### config.mk
export PLATFORM = sky130hd
export DESIGN_NAME = duration_text_parser_top
export DESIGN_NICKNAME = d
export VERILOG_FILES = /design/src/hw/rtl/dtp_pkg.sv /design/src/hw/rtl/duration_text_parser_top.sv
export SDC_FILE = /design/constraint.sdc
export NUM_CORES = 1
export LEC_CHECK = 0
export BUFFER_PORTS_ARGS = -buffer_cell sky130_fd_sc_hd__buf_2
export CELL_PAD_IN_SITES_DETAIL_PLACEMENT = 0
export CELL_PAD_IN_SITES_GLOBAL_PLACEMENT = 1
export CORE_MARGIN = 3
export CORE_UTILIZATION = 40
export CTS_CLUSTER_SIZE = 10
export DETAILED_ROUTE_END_ITERATION = 8
export GPL_TIMING_DRIVEN = 0
export PLACE_DENSITY = 0.71
export SLEW_MARGIN = 10
export SYNTH_ARGS = -nofsm -noshare
export SYNTH_HDL_FRONTEND = slang
export SYNTH_SLANG_ARGS = --single-unit
### constraint.sdc
create_clock -name clk -period 6.7 [get_ports clk]
set_clock_uncertainty 0.05 [all_clocks]
set_input_delay 1.005 -clock clk [delete_from_list [all_inputs] [get_ports clk]]
set_output_delay 1.005 -clock clk [all_outputs]
set_load 0.05 [all_outputs]
### src/hw/rtl/dtp_pkg.sv
`default_nettype none

package dtp_pkg;

    localparam int unsigned CharW   = 8;
    localparam int unsigned NumW    = 17;
    localparam int unsigned SecsW   = 32;

    localparam logic [NumW-1:0]  LimitNumber = NumW'(100000);
    localparam logic [SecsW-1:0] SecsHour    = SecsW'(3600);
    localparam logic [SecsW-1:0] SecsMinute  = SecsW'(60);

    localparam logic [CharW-1:0] ChSpace = 8'h20;
    localparam logic [CharW-1:0] ChZero  = 8'h30;
    localparam logic [CharW-1:0] ChNine  = 8'h39;
    localparam logic [CharW-1:0] ChH     = 8'h68;
    localparam logic [CharW-1:0] ChI     = 8'h69;
    localparam logic [CharW-1:0] ChM     = 8'h6d;
    localparam logic [CharW-1:0] ChN     = 8'h6e;
    localparam logic [CharW-1:0] ChS     = 8'h73;

    // Parser position within the current term.
    typedef enum logic [4:0] {
        PH_TERM   = 5'b00001,
        PH_NUMBER = 5'b00010,
        PH_GAP    = 5'b00100,
        PH_M      = 5'b01000,
        PH_MI     = 5'b10000
    } phase_t;

endpackage

`default_nettype wire

### src/hw/rtl/duration_text_parser_top.sv
`default_nettype none

// Streaming duration parser. A text such as "1h 30min" arrives one character
// per input word on char_code; a word with end_of_text set closes the text.
// Terms are a decimal number (at most 100000), optional spaces and a unit of
// h, m, min or s; the block keeps a running total of seconds modulo 2^32.
// Character words produce no output. Each end word produces exactly one
// output word carrying valid_res and seconds (seconds is 0 when the text was
// rejected), and the parser then starts over on a fresh text.
// Both channels use valid/stall: a word moves at a clock edge where valid is
// high and stall is low. Input words land in an input register and are
// parsed by one level of logic into the state and the output register, so
// one word is taken every cycle while in_stall is low. An accepted end word
// shows its result once it is in the output register. When the receiver stalls
// while a result is pending, character words still flow; only a second end
// word waits in the input register, and in_stall is raised until the output
// register frees. Reset (rst_n low, asynchronous) empties both registers and
// returns the parser to the start of a text with a zero total.
module duration_text_parser_top
    import dtp_pkg::*;
(
    input  wire logic             clk,
    input  wire logic             rst_n,
    input  wire logic             in_valid,
    output logic                  in_stall,
    input  wire logic [CharW-1:0] char_code,
    input  wire logic             end_of_text,
    output logic                  out_valid,
    input  wire logic             out_stall,
    output logic                  valid_res,
    output logic [SecsW-1:0]      seconds
);

    // Input register.
    logic             s1_valid_reg;
    logic [CharW-1:0] s1_char_reg;
    logic             s1_end_reg;

    // Parser state.
    phase_t          phase_reg, phase_next;
    logic [NumW-1:0] number_reg, number_next;
    logic [SecsW-1:0] total_reg, total_next;
    logic            seen_reg, seen_next;
    logic            failed_reg, failed_next;

    // Output register.
    logic             out_valid_reg, out_valid_next;
    logic             res_ok_reg, res_ok_next;
    logic [SecsW-1:0] res_secs_reg, res_secs_next;

    logic s1_adv;
    logic in_accept;

    // An end word can only leave the input register when the output
    // register is empty or being drained in this cycle.
    assign s1_adv    = s1_valid_reg && (!s1_end_reg || !out_valid_reg || !out_stall);
    assign in_stall  = s1_valid_reg && !s1_adv;
    assign in_accept = in_valid && !in_stall;

    assign out_valid = out_valid_reg;
    assign valid_res = res_ok_reg;
    assign seconds   = res_secs_reg;

    always_ff @(posedge clk or negedge rst_n)
    begin
        if (!rst_n)
        begin
            s1_valid_reg <= 1'b0;
        end
        else if (!in_stall)
        begin
            s1_valid_reg <= in_valid;
        end
    end

    always_ff @(posedge clk)
    begin
        if (in_accept)
        begin
            s1_char_reg <= char_code;
            s1_end_reg  <= end_of_text;
        end
    end

    // Character classification and the term arithmetic.
    logic             is_digit;
    logic             is_space;
    logic [3:0]       digit;
    logic [NumW+2:0]  num_ext;
    logic [NumW+2:0]  num_tenfold;
    logic [SecsW-1:0] num_wide;
    logic [SecsW-1:0] unit_add;
    logic             unit_hit;
    logic             unit_is_m;
    logic             unit_ok;
    logic [CharW-1:0] ch;

    always_comb
    begin
        ch          = s1_char_reg;
        is_digit    = (ch >= ChZero) && (ch <= ChNine);
        is_space    = (ch == ChSpace);
        digit       = 4'(ch - ChZero);
        num_ext     = (NumW+3)'(number_reg);
        num_tenfold = (num_ext << 3) + (num_ext << 1) + (NumW+3)'(digit);
        num_wide    = SecsW'(number_reg);
        unit_is_m   = (ch == ChM);
        unit_hit    = (ch == ChH) || unit_is_m || (ch == ChS);
        if (ch == ChH)
        begin
            unit_add = num_wide * SecsHour;
        end
        else if (unit_is_m)
        begin
            unit_add = num_wide * SecsMinute;
        end
        else
        begin
            unit_add = num_wide;
        end
        unit_ok = (phase_reg == PH_TERM || phase_reg == PH_M) && seen_reg && !failed_reg;
    end

    always_comb
    begin
        phase_next     = phase_reg;
        number_next    = number_reg;
        total_next     = total_reg;
        seen_next      = seen_reg;
        failed_next    = failed_reg;
        out_valid_next = out_valid_reg && out_stall;
        res_ok_next    = res_ok_reg;
        res_secs_next  = res_secs_reg;

        if (s1_adv && s1_end_reg)
        begin
            out_valid_next = 1'b1;
            res_ok_next    = unit_ok;
            res_secs_next  = unit_ok ? total_reg : '0;
            phase_next     = PH_TERM;
            number_next    = '0;
            total_next     = '0;
            seen_next      = 1'b0;
            failed_next    = 1'b0;
        end
        else if (s1_adv && !failed_reg)
        begin
            case (phase_reg)
                PH_TERM, PH_M:
                begin
                    if (phase_reg == PH_M && ch == ChI)
                    begin
                        phase_next = PH_MI;
                    end
                    else if (is_digit)
                    begin
                        number_next = NumW'(digit);
                        phase_next  = PH_NUMBER;
                    end
                    else if (is_space)
                    begin
                        phase_next = PH_TERM;
                    end
                    else
                    begin
                        failed_next = 1'b1;
                    end
                end
                PH_NUMBER, PH_GAP:
                begin
                    if (phase_reg == PH_NUMBER && is_digit)
                    begin
                        if (num_tenfold > (NumW+3)'(LimitNumber))
                        begin
                            failed_next = 1'b1;
                        end
                        else
                        begin
                            number_next = NumW'(num_tenfold);
                        end
                    end
                    else if (is_space)
                    begin
                        phase_next = PH_GAP;
                    end
                    else if (unit_hit)
                    begin
                        total_next  = total_reg + unit_add;
                        phase_next  = unit_is_m ? PH_M : PH_TERM;
                        seen_next   = 1'b1;
                        number_next = '0;
                    end
                    else
                    begin
                        failed_next = 1'b1;
                    end
                end
                PH_MI:
                begin
                    if (ch == ChN)
                    begin
                        phase_next = PH_TERM;
                    end
                    else
                    begin
                        failed_next = 1'b1;
                    end
                end
                default:
                begin
                    failed_next = 1'b1;
                end
            endcase
        end
    end

    always_ff @(posedge clk or negedge rst_n)
    begin
        if (!rst_n)
        begin
            phase_reg     <= PH_TERM;
            number_reg    <= '0;
            total_reg     <= '0;
            seen_reg      <= 1'b0;
            failed_reg    <= 1'b0;
            out_valid_reg <= 1'b0;
        end
        else
        begin
            phase_reg     <= phase_next;
            number_reg    <= number_next;
            total_reg     <= total_next;
            seen_reg      <= seen_next;
            failed_reg    <= failed_next;
            out_valid_reg <= out_valid_next;
        end
    end

    always_ff @(posedge clk)
    begin
        res_ok_reg   <= res_ok_next;
        res_secs_reg <= res_secs_next;
    end

    // A rejected text always reports a zero total.
    a_zero_on_reject: assert property (@(posedge clk) disable iff (!rst_n)
        (out_valid_reg && !res_ok_reg) |-> (res_secs_reg == '0))
        else $error("rejected text reports nonzero seconds");

    // Closing a text returns the parser to a clean start.
    a_clear_after_end: assert property (@(posedge clk) disable iff (!rst_n)
        (s1_adv && s1_end_reg) |=> (phase_reg == PH_TERM && total_reg == '0
            && !failed_reg && !seen_reg && number_reg == '0))
        else $error("parser state not cleared after end word");

    // The number being read never exceeds the limit.
    a_number_limit: assert property (@(posedge clk) disable iff (!rst_n)
        number_reg <= LimitNumber)
        else $error("number accumulator above limit");

    // Input backpressure only comes from an end word waiting on a full output.
    a_stall_cause: assert property (@(posedge clk) disable iff (!rst_n)
        in_stall |-> (s1_valid_reg && s1_end_reg && out_valid_reg && out_stall))
        else $error("input stalled without a pending result");

endmodule

`default_nettype wire

# Word level (Yosys, flattened, before mapping)
# Cells that the tools add are included.
dict set report op_classes {
  mux 46
  magnitude_cmp 3
  n_reduce_logical 33
  n_addsub 4
  n_eq_ne 27
  mul 2
}
# op count
set ops {}
lappend ops {{$mux W32} 7}
lappend ops {{$mux W17} 8}
lappend ops {{$mux W5} 9}
lappend ops {{$eq A8 B7 Y1 const B} 5}
lappend ops {{$pmux W17 S2} 1}
lappend ops {{$add A32 B32 Y32} 1}
lappend ops {{$mul A17 B8 Y25 const B} 1}
lappend ops {{$ne A4 B4 Y1 const B} 6}
lappend ops {{$mux W23} 1}
lappend ops {{$mul A17 B4 Y21 const B} 1}
lappend ops {{$ne A3 B3 Y1 const B} 7}
lappend ops {{$add A20 B18 Y20} 1}
lappend ops {{$add A20 B4 Y20} 1}
lappend ops {{$gt A20 B17 Y1 const B} 1}
lappend ops {{$mux W1} 17}
lappend ops {{$pmux W5 S3} 1}
lappend ops {{$logic_and A1 B1 Y1} 11}
lappend ops {{$eq A8 B6 Y1 const B} 1}
lappend ops {{$ge A8 B6 Y1 const B} 1}
lappend ops {{$le A8 B6 Y1 const B} 1}
lappend ops {{$reduce_and A8 Y1} 1}
lappend ops {{$reduce_and A7 Y1} 1}
lappend ops {{$logic_not A1 Y1} 6}
lappend ops {{$reduce_and A6 Y1} 1}
lappend ops {{17 further kinds} 24}
dict set report word_totals {
  ff_bits 100
  inputBits 13
  wordCells 126
  output_inout_bits 35
}

# Depth between registers and ports, before layout
# Gate-level depths: netlist of run 1.
dict set report logic_depth {
  ltp_word 10
  mapped_depth 28
}

# Least setup slack after synthesis of run 1
# OpenSTA, ideal clock, no wires.
dict set report synth_timing {
  path_kind {register -> register}
  startpoint {register number_reg[2]}
  endpoint {register total_reg[30]}
  slack_ns 0.524
  path_stages_with_launch 27
  period_less_slack_ns 6.176
  path_buffers 0
  required_time_ns 6.520
  arrival_time_ns 5.996
  path_cell_list {dfrtp_1 inv_1 fa_1 inv_1 ha_1 fa_1 ha_1 fa_1 a21o_1 a21oi_1 o21bai_1 a2111oi_0 o31ai_1 o21ai_0 nand2b_1 xnor2_1 nor2_1 ha_1 a21o_1 a21o_1 a21o_1 a21oi_1 nor2b_1 a311oi_1 a21boi_0 o211ai_1 o21ai_0}
}
dict set report synth_via {
  elab_chain_len 10
}
# element line
set synth_lines {}
lappend synth_lines {{from (decl)} duration_text_parser_top.sv:41} ;# logic [NumW-1:0] number_reg, number_next;
lappend synth_lines {{from (signal assigned)} duration_text_parser_top.sv:231} ;# number_reg <= number_next;
lappend synth_lines {{$mul A17 B4 Y21} duration_text_parser_top.sv:115} ;# unit_add = num_wide * SecsMinute;
lappend synth_lines {{$mux W23} duration_text_parser_top.sv:113} ;# else if (unit_is_m)
lappend synth_lines {{$mux W32 (*)} duration_text_parser_top.sv:109} ;# if (ch == ChH)
lappend synth_lines {{$add A32 B32 Y32 (*)} duration_text_parser_top.sv:188} ;# total_next = total_reg + unit_add;
lappend synth_lines {{$mux W32 (*)} duration_text_parser_top.sv:186} ;# else if (unit_hit)
lappend synth_lines {{$mux W32 (*)} duration_text_parser_top.sv:182} ;# else if (is_space)
lappend synth_lines {{$mux W32 (*)} duration_text_parser_top.sv:171} ;# if (phase_reg == PH_NUMBER && is_digit)
lappend synth_lines {{$mux W32 (*)} duration_text_parser_top.sv:148} ;# case (phase_reg)
lappend synth_lines {{$mux W32 (*)} duration_text_parser_top.sv:146} ;# else if (s1_adv && !failed_reg)
lappend synth_lines {{$mux W32 (*)} duration_text_parser_top.sv:135} ;# if (s1_adv && s1_end_reg)
lappend synth_lines {{to (signal assigned)} duration_text_parser_top.sv:232} ;# total_reg <= total_next;
lappend synth_lines {{to (decl)} duration_text_parser_top.sv:42} ;# logic [SecsW-1:0] total_reg, total_next;
# Mark *: on every way between the ends. The rest lies on a longest branch, timed or not. The select of a mux whose other input is x is not followed.
# A chain may end at the register's enable or synchronous reset.

# Worst setup path after layout of run 1
dict set report layout_timing {
  startpoint {register number_reg[1]}
  endpoint {register total_reg[31]}
}
# The elaborated chain is that of the path after synthesis.

==> results of run 1 <==
-- cell type report --
type,count,share of cell area [%]
Buffer,27,0.9888
Clock buffer,9,2.000
Clock inverter,7,0.6333
Inverter,115,3.833
Multi-Input combinational cell,855,62.04
Sequential cell,100,24.15
Tap cell,324,3.600
Timing Repair Buffer,55,2.755
-- power breakdown --
part,switching (mW),internal [mW]
clock,0.271,0.263
sequential,0.0310,0.680
combinational,0.231,0.129
total,0.533,1.07
-- worst reg2reg max path, cell delays in order (launching register included) --
cell                        delay [ns]
sky130_fd_sc_hd__dfrtp_2          0.40
sky130_fd_sc_hd__inv_1            0.11
sky130_fd_sc_hd__fa_1             0.60
sky130_fd_sc_hd__inv_1            0.06
sky130_fd_sc_hd__ha_1             0.31
sky130_fd_sc_hd__fa_1             0.55
sky130_fd_sc_hd__ha_4             0.23
sky130_fd_sc_hd__fa_1             0.45
sky130_fd_sc_hd__a21o_1           0.21
sky130_fd_sc_hd__a21oi_2          0.17
sky130_fd_sc_hd__o21bai_2         0.11
sky130_fd_sc_hd__a2111oi_4        0.40
sky130_fd_sc_hd__nor2_1           0.13
sky130_fd_sc_hd__xnor2_1          0.26
sky130_fd_sc_hd__o22ai_1          0.15
sky130_fd_sc_hd__ha_2             0.42
sky130_fd_sc_hd__and3_1           0.21
sky130_fd_sc_hd__nand3_1          0.13
sky130_fd_sc_hd__nor2b_2          0.18
sky130_fd_sc_hd__a21oi_1          0.10
sky130_fd_sc_hd__nand3_2          0.14
sky130_fd_sc_hd__a41o_1           0.27
sky130_fd_sc_hd__a31oi_4          0.13
sky130_fd_sc_hd__or4_1            0.41
sky130_fd_sc_hd__nand3_1          0.09
-- path summary, 6_finish.rpt --
check	endpoint	cells past startpoint	slack, ns	start
min in group asynchronous	number_reg[5]	1	0.66	rst_n
worst min register to register	seen_reg	2	0.44	seen_reg
worst max register to register	total_reg[31]	24	0.37	number_reg[1]
max in group asynchronous	number_reg[3]	1	5.40	rst_n
worst max-delay path	total_reg[31]	24	0.37	number_reg[1]
worst min-delay path	seen_reg	2	0.44	seen_reg
-- layer usage --
metal,track usage [%],wire length [microns]
met3,2.719,776
met4,4.384,361
met1,26.25,12290
met5,0,0
met2,31.90,11620
-- cells by family after synthesis --
family          share of synthesized area (%)
fa+ha+maj                               26.43
compound gates                          19.65
xor+xnor                                5.446
simple gates                            15.54
buf+inv                                 5.385
flops                                   26.79
mux                                    0.7657
-- placed cells by master (no fill, tap or decap), types with 10 or more instances in the layout --
cell type and count:
sky130_fd_sc_hd__a31oi_1 13, sky130_fd_sc_hd__clkbuf_1 23, sky130_fd_sc_hd__edfxtp_1 42, sky130_fd_sc_hd__ha_1 140, sky130_fd_sc_hd__nor3_1 18, sky130_fd_sc_hd__a32o_1 14, sky130_fd_sc_hd__o22ai_1 10, sky130_fd_sc_hd__inv_1 114
sky130_fd_sc_hd__nand3_1 15, sky130_fd_sc_hd__o21ai_0 54, sky130_fd_sc_hd__nor2b_1 10, sky130_fd_sc_hd__or3_1 10, sky130_fd_sc_hd__xnor2_1 39, sky130_fd_sc_hd__xor2_1 23, sky130_fd_sc_hd__o21ai_1 14, sky130_fd_sc_hd__o21a_1 14
sky130_fd_sc_hd__fa_1 45, sky130_fd_sc_hd__nand2b_1 17, sky130_fd_sc_hd__a21o_1 27, sky130_fd_sc_hd__a21oi_1 57, sky130_fd_sc_hd__and2_1 36, sky130_fd_sc_hd__buf_2 47, sky130_fd_sc_hd__and3_1 13, sky130_fd_sc_hd__dfrtp_1 52
sky130_fd_sc_hd__nand2_1 89, sky130_fd_sc_hd__o31ai_1 13, sky130_fd_sc_hd__nor2_1 51
-- through the flow --
step                      hold WS (ns)  instances  worst slack (ns)  utilization (%)  power, mW
after detailed placement        0.4147       1470           -0.6880            43.87      1.073
after CTS                       0.4353       1486           0.02847            45.32      1.609
after floorplan                 0.3889       1098            0.5240                -     0.9755
after global routing            0.4604       1492           0.01224            45.77      1.699
final                           0.4365       1492            0.3687            45.77      1.605
after global placement          0.4073       1469           -0.7463            43.78      1.066
-- what timing repair did --
item                                    4_1_cts  5_1_grt
endpoints found under the setup margin       10        8
buffers inserted                              1        6
pin swaps                                     0        5
hold endpoints to repair                      0        0
resized for setup                            13       17
==> summary.md, run 1 <==
| Metric | Value |
|---|---|
| Dominant delay contributor by cell family on the critical path | `adder cells` |
| Count of hold-fix buffers inserted at cts | `0` |
| Netlist area before placement | `10130 sq um` |
| Count of final setup violators | `0` |
| Total via count after detailed routing | `8018` |
| Routed Antenna Nets | `0` |
| Post-Route Setup TNS | `0 ns` |
| Startpoint kind of the worst setup timing path | `flip-flop` |
| H-tree depth | `3` |
| Core Rows | `57` |
| Synth-to-layout area growth | `11.17%` |
| Final-report max-slew violation count | `0` |
| Power per cell area | `142.5 nW/um^2` |
| DRC violation count after routing | `0` |
| Synth Net Count | `1298` |
| Synth cell types | `80` |
| Sequential-to-total area share from yosys stat | `26.79%` |
| Skew-Pair Late Insertion Delay | `0.37 ns` |
| Ports placed on the boundary | `48` |
| Hold Path Class | `reg -> reg` |
| Syn. warnings | `0` |
| Starting DRC count in detailed routing | `469` |
| Maximum number of pins on one net before global-route repair | `59` |
| Setup crit end kind | `flip-flop` |
| Result of the run | `finished clean` |
| Clock tree from TritonCTS | `built` |
| Highest Clock Rate | `157.9 MHz` |
| Per-instance average area after synthesis | `9.227 sq um` |
| Port-buffer cells | `47` |
| Max-Slew Margin vs Limit | `35.65%` |
| CP most frequent cell | `sky130_fd_sc_hd__fa_1` |
| Longest individual stage delay on the worst path | `0.59 ns` |
| Sinks on Clock Net | `100` |
| Chip Height | `165.1 microns` |
| Tmin final | `6.331 ns` |
| Proportion of layout cells with a drive suffix above 1 | `10.19%` |
| Cell breakdown of the critical path | `inv_1 -> fa_1 -> inv_1 -> ha_1 -> fa_1 -> ha_4 -> fa_1 -> a21o_1 -> a21oi_2 -> o21bai_2 -> a2111oi_4 -> nor2_1 -> xnor2_1 -> o22ai_1 -> ha_2 -> and3_1 -> nand3_1 -> nor2b_2 -> a21oi_1 -> nand3_2 -> a41o_1 -> a31oi_4 -> or4_1 -> nand3_1` |
| Count of flip-flops with a built-in enable after synthesis | `42` |
| Most instantiated cells after synthesis | `sky130_fd_sc_hd__ha_1, sky130_fd_sc_hd__inv_1, sky130_fd_sc_hd__nand2_1` |
| Clock root buffer master | `sky130_fd_sc_hd__clkbuf_16` |
| Final weighted congestion in routability-driven placement | `0.9114` |
| Top-area cell type share of the netlist area | `17.54%` |
| Cell type with the largest total area after synthesis | `sky130_fd_sc_hd__ha_1` |
| Clock transition at the register clock pins on the worst setup and hold paths after CTS | `0.09 ns` |
| Detailed Routing Iterations Pass 1 | `5` |
| Number of antenna violations at the first check in global routing | `0` |
| Ranking of synthesized cells by area | `sky130_fd_sc_hd__ha_1, sky130_fd_sc_hd__dfrtp_1, sky130_fd_sc_hd__edfxtp_1` |
| Hpwl dp | `20020 microns` |
| Grt total ovfl | `0` |
| Effective utilization at floorplan | `41.17%` |
| Fill cell count | `2443` |
| Floorplan die width | `165.1 microns` |
| Post-layout net count | `1363` |
| Register bit total from synthesis | `100` |
| Final period util | `94.50%` |
| Total routing usage reported by global routing | `19.10%` |
| CP max stage cell | `sky130_fd_sc_hd__fa_1` |
| Max rail drop VDD | `0.0001242 V` |
| Biggest fanout along the worst timing path | `7` |
| Area of the multi-input gates | `6987 sq um` |
| Register cell area after layout | `2720 sq um` |
| Max-cap violations | `0` |
| Data required time at the worst endpoint | `6.94 ns` |
| Final routed wire length divided by cell count | `16.79 microns` |
| Via count of the first global-routing pass | `7984` |
| Routed WL | `25040 microns` |
| Data arrival at the endpoint of the critical path | `6.57 ns` |
| Cells after Synth | `1098` |
| Most common cell in the netlist | `sky130_fd_sc_hd__ha_1` |
| Dpl cell area | `10800 sq um` |
| Slew at the pin with the worst max-slew slack | `0.9631 ns` |
| Leakage Power | `5.726 nW` |
| Number of diodes added for antenna fixing | `0` |
| Mean number of vias per cell | `5.374` |
| Wire length of the first global-routing pass | `41300 microns` |
| Non-Filler Cell Area, Final | `11260 sq um` |
| Core area | `24600 sq um` |
| Class of the most critical setup path | `reg -> reg` |
| Number of buffers created by CTS | `9` |
| Max Root-Sink Buffers | `2` |
| Synth async-reset ratio | `58.00%` |
| WP buf/inv | `2` |
| Die ar. | `27270 sq um` |
| RSZ-0062 raised after global routing | `false` |
| Main synth FF type | `sky130_fd_sc_hd__dfrtp_1` |
| Hold violation count in the final report | `0` |
Note: power is estimated with default switching activity, not from simulation.
==> run 2, diff against run 1 <==
Settings changed: CAP_MARGIN set to 20, CORE_ASPECT_RATIO set to 1.1, CTS_BUF_LIST set to sky130_fd_sc_hd__clkbuf_8 sky130_fd_sc_hd__clkbuf_16.
==> summary.md, run 2 (synthesized netlist as in run 1, its figures left out) <==
| Metric | Value |
|---|---|
| Result of the run | `finished clean (unchanged)` |
| Clock root buffer master | `sky130_fd_sc_hd__clkbuf_16 (unchanged)` |
| Final period util | `94.51% (was 94.50%)` |
| Routed Antenna Nets | `0 (unchanged)` |
| Number of antenna violations at the first check in global routing | `0 (unchanged)` |
| Chip Height | `172.9 microns (was 165.1 microns)` |
| Power per cell area | `140.4 nW/um^2 (was 142.5 nW/um^2)` |
| Data required time at the worst endpoint | `6.93 ns (was 6.94 ns)` |
| Count of hold-fix buffers inserted at cts | `0 (unchanged)` |
| Sinks on Clock Net | `100 (unchanged)` |
| Utilization after layout | `45.41% (was 45.77%)` |
| Slew at the pin with the worst max-slew slack | `0.9416 ns (was 0.9631 ns)` |
| Total routing usage reported by global routing | `18.83% (was 19.10%)` |
| Hpwl dp | `20000 microns (was 20020 microns)` |
| Number of diodes added for antenna fixing | `0 (unchanged)` |
| Part of the total power dissipated in sequential elements | `45.1% (was 44.3%)` |
| Effective utilization at floorplan | `41.02% (was 41.17%)` |
| Ports placed on the boundary | `48 (unchanged)` |
| Highest metal layer with signal wires | `met4 (unchanged)` |
| Wire length of the first global-routing pass | `41700 microns (was 41300 microns)` |
| Max-cap violations | `0 (unchanged)` |
| Routed wl met2 | `12440 microns (was 11620 microns)` |
| Synth-to-layout area growth | `10.70% (was 11.17%)` |
| Grt total ovfl | `0 (unchanged)` |
| Count of final setup violators | `0 (unchanged)` |
| Detailed Routing Iterations Pass 1 | `4 (was 5)` |
| Final weighted congestion in routability-driven placement | `0.8731 (was 0.9114)` |
| Startpoint kind of the worst setup timing path | `flip-flop (unchanged)` |
| Max rail drop VDD | `0.0001015 V (was 0.0001242 V)` |
| Biggest fanout along the worst timing path | `4 (was 7)` |
| Total via count after detailed routing | `8055 (was 8018)` |
| Max-Slew Margin vs Limit | `37.09% (was 35.65%)` |
| Mean number of vias per cell | `5.457 (was 5.374)` |
| Tmin final | `6.332 ns (was 6.331 ns)` |
| Die ar. | `27280 sq um (was 27270 sq um)` |
| Final routed wire length divided by cell count | `16.80 microns (was 16.79 microns)` |
| Post-layout net count | `1361 (was 1363)` |
| Clock tree from TritonCTS | `built (unchanged)` |
| Fraction of power spent switching nets | `32.53% (was 33.24%)` |
| Clock network power share | `32.4% (was 33.3%)` |
| Hold Worst Slack | `0.4297 ns (was 0.4365 ns)` |
| Floorplan die width | `157.7 microns (was 165.1 microns)` |
| Data arrival at the endpoint of the critical path | `6.56 ns (was 6.57 ns)` |
| Logic pwr share | `22.6% (was 22.4%)` |
| H-tree depth | `3 (unchanged)` |
| Core Rows | `60 (was 57)` |
| Number of buffers created by CTS | `9 (unchanged)` |
| Switching power | `0.5121 mW (was 0.5334 mW)` |
| Core area | `24700 sq um (was 24600 sq um)` |
| Skew-Pair Late Insertion Delay | `0.36 ns (was 0.37 ns)` |
| Total routed wire length on the met1 layer | `11380 microns (was 12290 microns)` |
| Hold Path Class | `reg -> reg (unchanged)` |
| Internal power of the cells | `1.062 mW (was 1.071 mW)` |
| Port-buffer cells | `47 (unchanged)` |
| Max Root-Sink Buffers | `2 (unchanged)` |
| Most common library cell in the layout ignoring fill and taps | `sky130_fd_sc_hd__ha_1 (unchanged)` |
| Clock transition at the register clock pins on the worst setup and hold paths after CTS | `0.08 ns (was 0.09 ns)` |
| Setup crit end kind | `flip-flop (unchanged)` |
| Via count of the first global-routing pass | `8289 (was 7984)` |
| Final-report max-slew violation count | `0 (unchanged)` |
| Maximum number of pins on one net before global-route repair | `59 (unchanged)` |
| Leakage Power | `5.717 nW (was 5.726 nW)` |
| Hold violation count in the final report | `0 (unchanged)` |
| Class of the most critical setup path | `reg -> reg (unchanged)` |
| Highest Clock Rate | `157.9 MHz (about the same)` |
| Proportion of layout cells with a drive suffix above 1 | `9.863% (was 10.19%)` |
| DRC violation count after routing | `0 (unchanged)` |
| Routed WL | `24800 microns (was 25040 microns)` |
| Starting DRC count in detailed routing | `239 (was 469)` |
| Met3 WL | `646 microns (was 776 microns)` |
| Commonest cells after routing, fill and taps aside | `sky130_fd_sc_hd__ha_1, sky130_fd_sc_hd__inv_1, sky130_fd_sc_hd__nand2_1, sky130_fd_sc_hd__a21oi_1, sky130_fd_sc_hd__o21ai_0 (unchanged)` |
## run 2: cell count changes in the layout (fill, tap and decap cells not counted), moves of 2 or more
cell                         before  now
sky130_fd_sc_hd__buf_4            8    6
sky130_fd_sc_hd__inv_6            1    3
sky130_fd_sc_hd__clkinvlp_4       2    0
sky130_fd_sc_hd__inv_1          114  116
## run 2: repair_timing
| action | in CTS | in global routing |
|---|---|---|
| gates resized for setup | 13 | 19 |
| pin swaps | 2 | 5 |
| setup buffers | 1 | 4 |
| setup endpoints to repair | 9 | 8 |
## run 2: power by group through the flow
stage	combinational [mW]	sequential (mW)	clock (mW)
2_1_floorplan	0.219	0.756	0
3_3_place_gp	0.340	0.726	0
3_5_place_dp	0.347	0.727	0
4_1_cts	0.354	0.712	0.524
5_1_grt	0.407	0.716	0.543
6_report	0.355	0.710	0.509
## run 2: layout make-up
class	count	area, sq um
fillers	2413	13480
multi-input cells	855	6993
flip-flops and latches	100	2720
inverters	115	431.7
well taps	310	387.9
repair buffers	53	295.3
clock buffers	9	225.2
plain buffers	27	111.4
clock inverters	7	50.05
## run 2: path summary, 6_finish.rpt
check	slack [ns]	from	cells past startpoint	endpoint
worst max-delay path	0.37	number_reg[1]	23	total_reg[29]
worst min-delay path	0.43	seen_reg	2	seen_reg
worst max register to register	0.37	number_reg[1]	23	total_reg[29]
worst min register to register	0.43	seen_reg	2	seen_reg
max in group asynchronous	5.38	rst_n	1	number_reg[3]
min in group asynchronous	0.67	rst_n	1	number_reg[12]
## run 2: critical path, cell delays in order, from the launching register on
cell and delay (ns):
sky130_fd_sc_hd__dfrtp_2 0.38, sky130_fd_sc_hd__inv_1 0.10, sky130_fd_sc_hd__fa_1 0.59, sky130_fd_sc_hd__inv_1 0.05, sky130_fd_sc_hd__ha_1 0.32, sky130_fd_sc_hd__fa_1 0.48
sky130_fd_sc_hd__ha_1 0.35, sky130_fd_sc_hd__fa_1 0.45, sky130_fd_sc_hd__a21o_1 0.20, sky130_fd_sc_hd__a21oi_2 0.17, sky130_fd_sc_hd__o21bai_2 0.10, sky130_fd_sc_hd__a2111oi_4 0.45
sky130_fd_sc_hd__nor2_1 0.13, sky130_fd_sc_hd__a21o_1 0.20, sky130_fd_sc_hd__a211oi_2 0.28, sky130_fd_sc_hd__o32ai_1 0.14, sky130_fd_sc_hd__ha_1 0.36, sky130_fd_sc_hd__a21oi_1 0.21
sky130_fd_sc_hd__nor3b_4 0.27, sky130_fd_sc_hd__nand3_2 0.17, sky130_fd_sc_hd__a41o_1 0.27, sky130_fd_sc_hd__a31oi_4 0.26, sky130_fd_sc_hd__a21oi_1 0.09, sky130_fd_sc_hd__o21ai_0 0.16
## run 2: metrics by stage
| stage | area, sq um | setup WS (ns) | setup TNS [ns] | power, mW | instances |
|---|---|---|---|---|---|
| CTS | 11110 | 0.01085 | 0 | 1.590 | 1473 |
| global placement | 10750 | -0.7663 | -4.055 | 1.067 | 1455 |
| floorplan | 10130 | 0.5240 | 0 | 0.9755 | 1098 |
| detailed placement | 10780 | -0.7257 | -3.882 | 1.074 | 1456 |
| finish | 11210 | 0.3677 | 0 | 1.574 | 1476 |
| global route | 11210 | -0.05108 | -0.05108 | 1.666 | 1476 |
## run 2: metal layers
| metal | up-vias | track usage (%) |
|---|---|---|
| met3 | 23 | 2.178 |
| met5 | - | 0 |
| met4 | 0 | 4.485 |
| met1 | 3840 | 24.68 |
| met2 | 113 | 32.98 |
| li1 | 4079 | - |
==> run 3, diff against run 2 <==
Settings changed: CORE_ASPECT_RATIO 1.1 to 1.25.
==> summary.md, run 3 (synthesized netlist as in run 1, its figures left out) <==
| Metric | Value |
|---|---|
| Class of the most critical setup path | `reg -> reg (unchanged)` |
| Startpoint kind of the worst setup timing path | `flip-flop (unchanged)` |
| CP most frequent cell | `sky130_fd_sc_hd__a21o_1` |
| Fill cell count | `2446 (was 2413)` |
| Via count of the first global-routing pass | `8389 (was 8289)` |
| CP max stage cell | `sky130_fd_sc_hd__fa_1 (unchanged)` |
| Routed Antenna Nets | `0 (unchanged)` |
| Sinks on Clock Net | `100 (unchanged)` |
| Count of final setup violators | `0 (unchanged)` |
| Max Root-Sink Buffers | `2 (unchanged)` |
| Commonest cells after routing, fill and taps aside | `sky130_fd_sc_hd__ha_1, sky130_fd_sc_hd__inv_1, sky130_fd_sc_hd__nand2_1, sky130_fd_sc_hd__a21oi_1 (was sky130_fd_sc_hd__ha_1, sky130_fd_sc_hd__inv_1, sky130_fd_sc_hd__nand2_1, sky130_fd_sc_hd__a21oi_1, sky130_fd_sc_hd__o21ai_0)` |
| Tmin final | `6.363 ns (was 6.332 ns)` |
| Clock tree from TritonCTS | `built (unchanged)` |
| RSZ-0062 raised after global routing | `false` |
| Number of buffers created by CTS | `9 (unchanged)` |
| Design Power | `1.558 mW (was 1.574 mW)` |
| Count of hold-fix buffers inserted at cts | `0 (unchanged)` |
| H-tree depth | `3 (unchanged)` |
| Synth-to-layout area growth | `10.93% (was 10.70%)` |
| Wire length of the first global-routing pass | `42540 microns (was 41700 microns)` |
| Longest individual stage delay on the worst path | `0.60 ns (was 0.59 ns)` |
| Hpwl dp | `20540 microns (was 20000 microns)` |
| Proportion of layout cells with a drive suffix above 1 | `9.769% (was 9.863%)` |
| Max-cap violations | `0 (unchanged)` |
| Setup crit end kind | `flip-flop (unchanged)` |
| Critical Path End | `total_reg[30] (was total_reg[29])` |
| Worst Setup Slack post-DPL | `-0.8678 ns (was -0.7257 ns)` |
| Final period util | `94.97% (was 94.51%)` |
| Chip Height | `183.9 microns (was 172.9 microns)` |
| Max-Slew Margin vs Limit | `44.25% (was 37.09%)` |
| Data required time at the worst endpoint | `6.92 ns (was 6.93 ns)` |
| Biggest fanout along the worst timing path | `5 (was 4)` |
| Detailed Routing Iterations Pass 1 | `5 (was 4)` |
| Core area | `24660 sq um (was 24700 sq um)` |
| Starting DRC count in detailed routing | `320 (was 239)` |
| Dpl cell area | `10800 sq um (was 10780 sq um)` |
| Post-layout net count | `1362 (was 1361)` |
| Maximum number of pins on one net before global-route repair | `59 (unchanged)` |
| Die ar. | `27290 sq um (was 27280 sq um)` |
| Slew at the pin with the worst max-slew slack | `0.8130 ns (was 0.9416 ns)` |
| Startpoint of the tightest hold check path | `seen_reg (unchanged)` |
| Grt total ovfl | `0 (unchanged)` |
| Leakage Power | `5.721 nW (was 5.717 nW)` |
| Final-report max-slew violation count | `0 (unchanged)` |
| Final weighted congestion in routability-driven placement | `0.8765 (was 0.8731)` |
| DRC violation count after routing | `0 (unchanged)` |
| Routed WL | `25430 microns (was 24800 microns)` |
| Clock transition at the register clock pins on the worst setup and hold paths after CTS | `0.07 ns (was 0.08 ns)` |
| End of the worst register-to-register path | `total_reg[30] (was total_reg[29])` |
| Hold Worst Slack | `0.4438 ns (was 0.4297 ns)` |
| WP buf/inv | `2 (unchanged)` |
| Dominant delay contributor by cell family on the critical path | `compound AO/OA/AOI/OAI gates (was adder cells)` |
| Cell count of the worst reg-to-reg path | `26 (was 23)` |
| Hold violation count in the final report | `0 (unchanged)` |
| Hold Path Class | `reg -> reg (unchanged)` |
| Number of diodes added for antenna fixing | `0 (unchanged)` |
| Total routing usage reported by global routing | `19.44% (was 18.83%)` |
| Non-Filler Cell Area, Final | `11240 sq um (was 11210 sq um)` |
| Mean number of vias per cell | `5.452 (was 5.457)` |
| Critical path launch point | `number_reg[1] (unchanged)` |
| Final routed wire length divided by cell count | `16.99 microns (was 16.80 microns)` |
| Max rail drop VDD | `0.00009539 V (was 0.0001015 V)` |
| Floorplan die width | `148.3 microns (was 157.7 microns)` |
| Total via count after detailed routing | `8162 (was 8055)` |
| Minimum setup slack in the final design | `0.3368 ns (was 0.3677 ns)` |
| Effective utilization at floorplan | `41.08% (was 41.02%)` |
| Port-buffer cells | `47 (unchanged)` |
| Data arrival at the endpoint of the critical path | `6.59 ns (was 6.56 ns)` |
| Cell depth of the worst setup path | `26 (was 23)` |
| Worst reg2reg setup slack | `0.34 ns (was 0.37 ns)` |
| Number of antenna violations at the first check in global routing | `0 (unchanged)` |
| Most common library cell in the layout ignoring fill and taps | `sky130_fd_sc_hd__ha_1 (unchanged)` |
| Core Rows | `64 (was 60)` |
| Highest Clock Rate | `157.2 MHz (was 157.9 MHz)` |
| Skew-Pair Late Insertion Delay | `0.36 ns (about the same)` |
| Ports placed on the boundary | `48 (unchanged)` |
| Worst r2r src | `number_reg[1] (unchanged)` |
| Power per cell area | `138.7 nW/um^2 (was 140.4 nW/um^2)` |
| Result of the run | `finished clean (unchanged)` |
| Clock root buffer master | `sky130_fd_sc_hd__clkbuf_16 (unchanged)` |
[run 3: worst min-delay path: stages, from the launching register on]
cell and delay, ns:
sky130_fd_sc_hd__dfrtp_1 0.35, sky130_fd_sc_hd__nand2_1 0.05, sky130_fd_sc_hd__nand2_1 0.06
[run 3: layer usage]
metal	track usage, %	wire, microns	share of wire, %
met5	0	0	0
met4	6.322	599	2.4
met1	23.77	11170	44
met3	2.047	568	2.2
met2	35.73	13090	51
[run 3: cell type report]
type                    count  area (sq um)  share of cell area (%)
repair buffers             54         302.8                   2.694
clock buffers               9         225.2                   2.004
plain buffers              27         111.4                  0.9909
inverters                 115         431.7                   3.841
multi-input cells         855          7002                   62.30
flip-flops and latches    100          2718                   24.18
clock inverters             7         35.03                  0.3117
well taps                 330         412.9                   3.674
[run 3: metrics by stage]
step / TNS [ns] / instances / utilization (%)
floorplan: 0 / 1098 / -
global placement: -4.596 / 1475 / 43.70
detailed placement: -4.721 / 1476 / 43.80
CTS: 0 / 1492 / 45.10
global route: 0 / 1497 / 45.57
finish: 0 / 1497 / 45.57
[run 3: how the worst min path moves through the flow]
stage,endpoint,slack (ns),cells past startpoint
floorplan,seen_reg,0.39,2
global placement,seen_reg,0.41,2
detailed placement,seen_reg,0.42,2
CTS,seen_reg,0.44,2
global route,total_reg[12],0.49,2
finish,seen_reg,0.44,2
[run 3: report_power, final]
group	internal, mW	switching (mW)
clock network	0.248	0.242
logic	0.127	0.231
registers	0.680	0.0308
[run 3: what timing repair did]
action                                  4_1_cts  5_1_grt
pin swaps                                     0        3
endpoints found under the setup margin       10        7
setup buffers                                 1        5
gates resized for setup                      15       15
hold endpoints to repair                      0        0
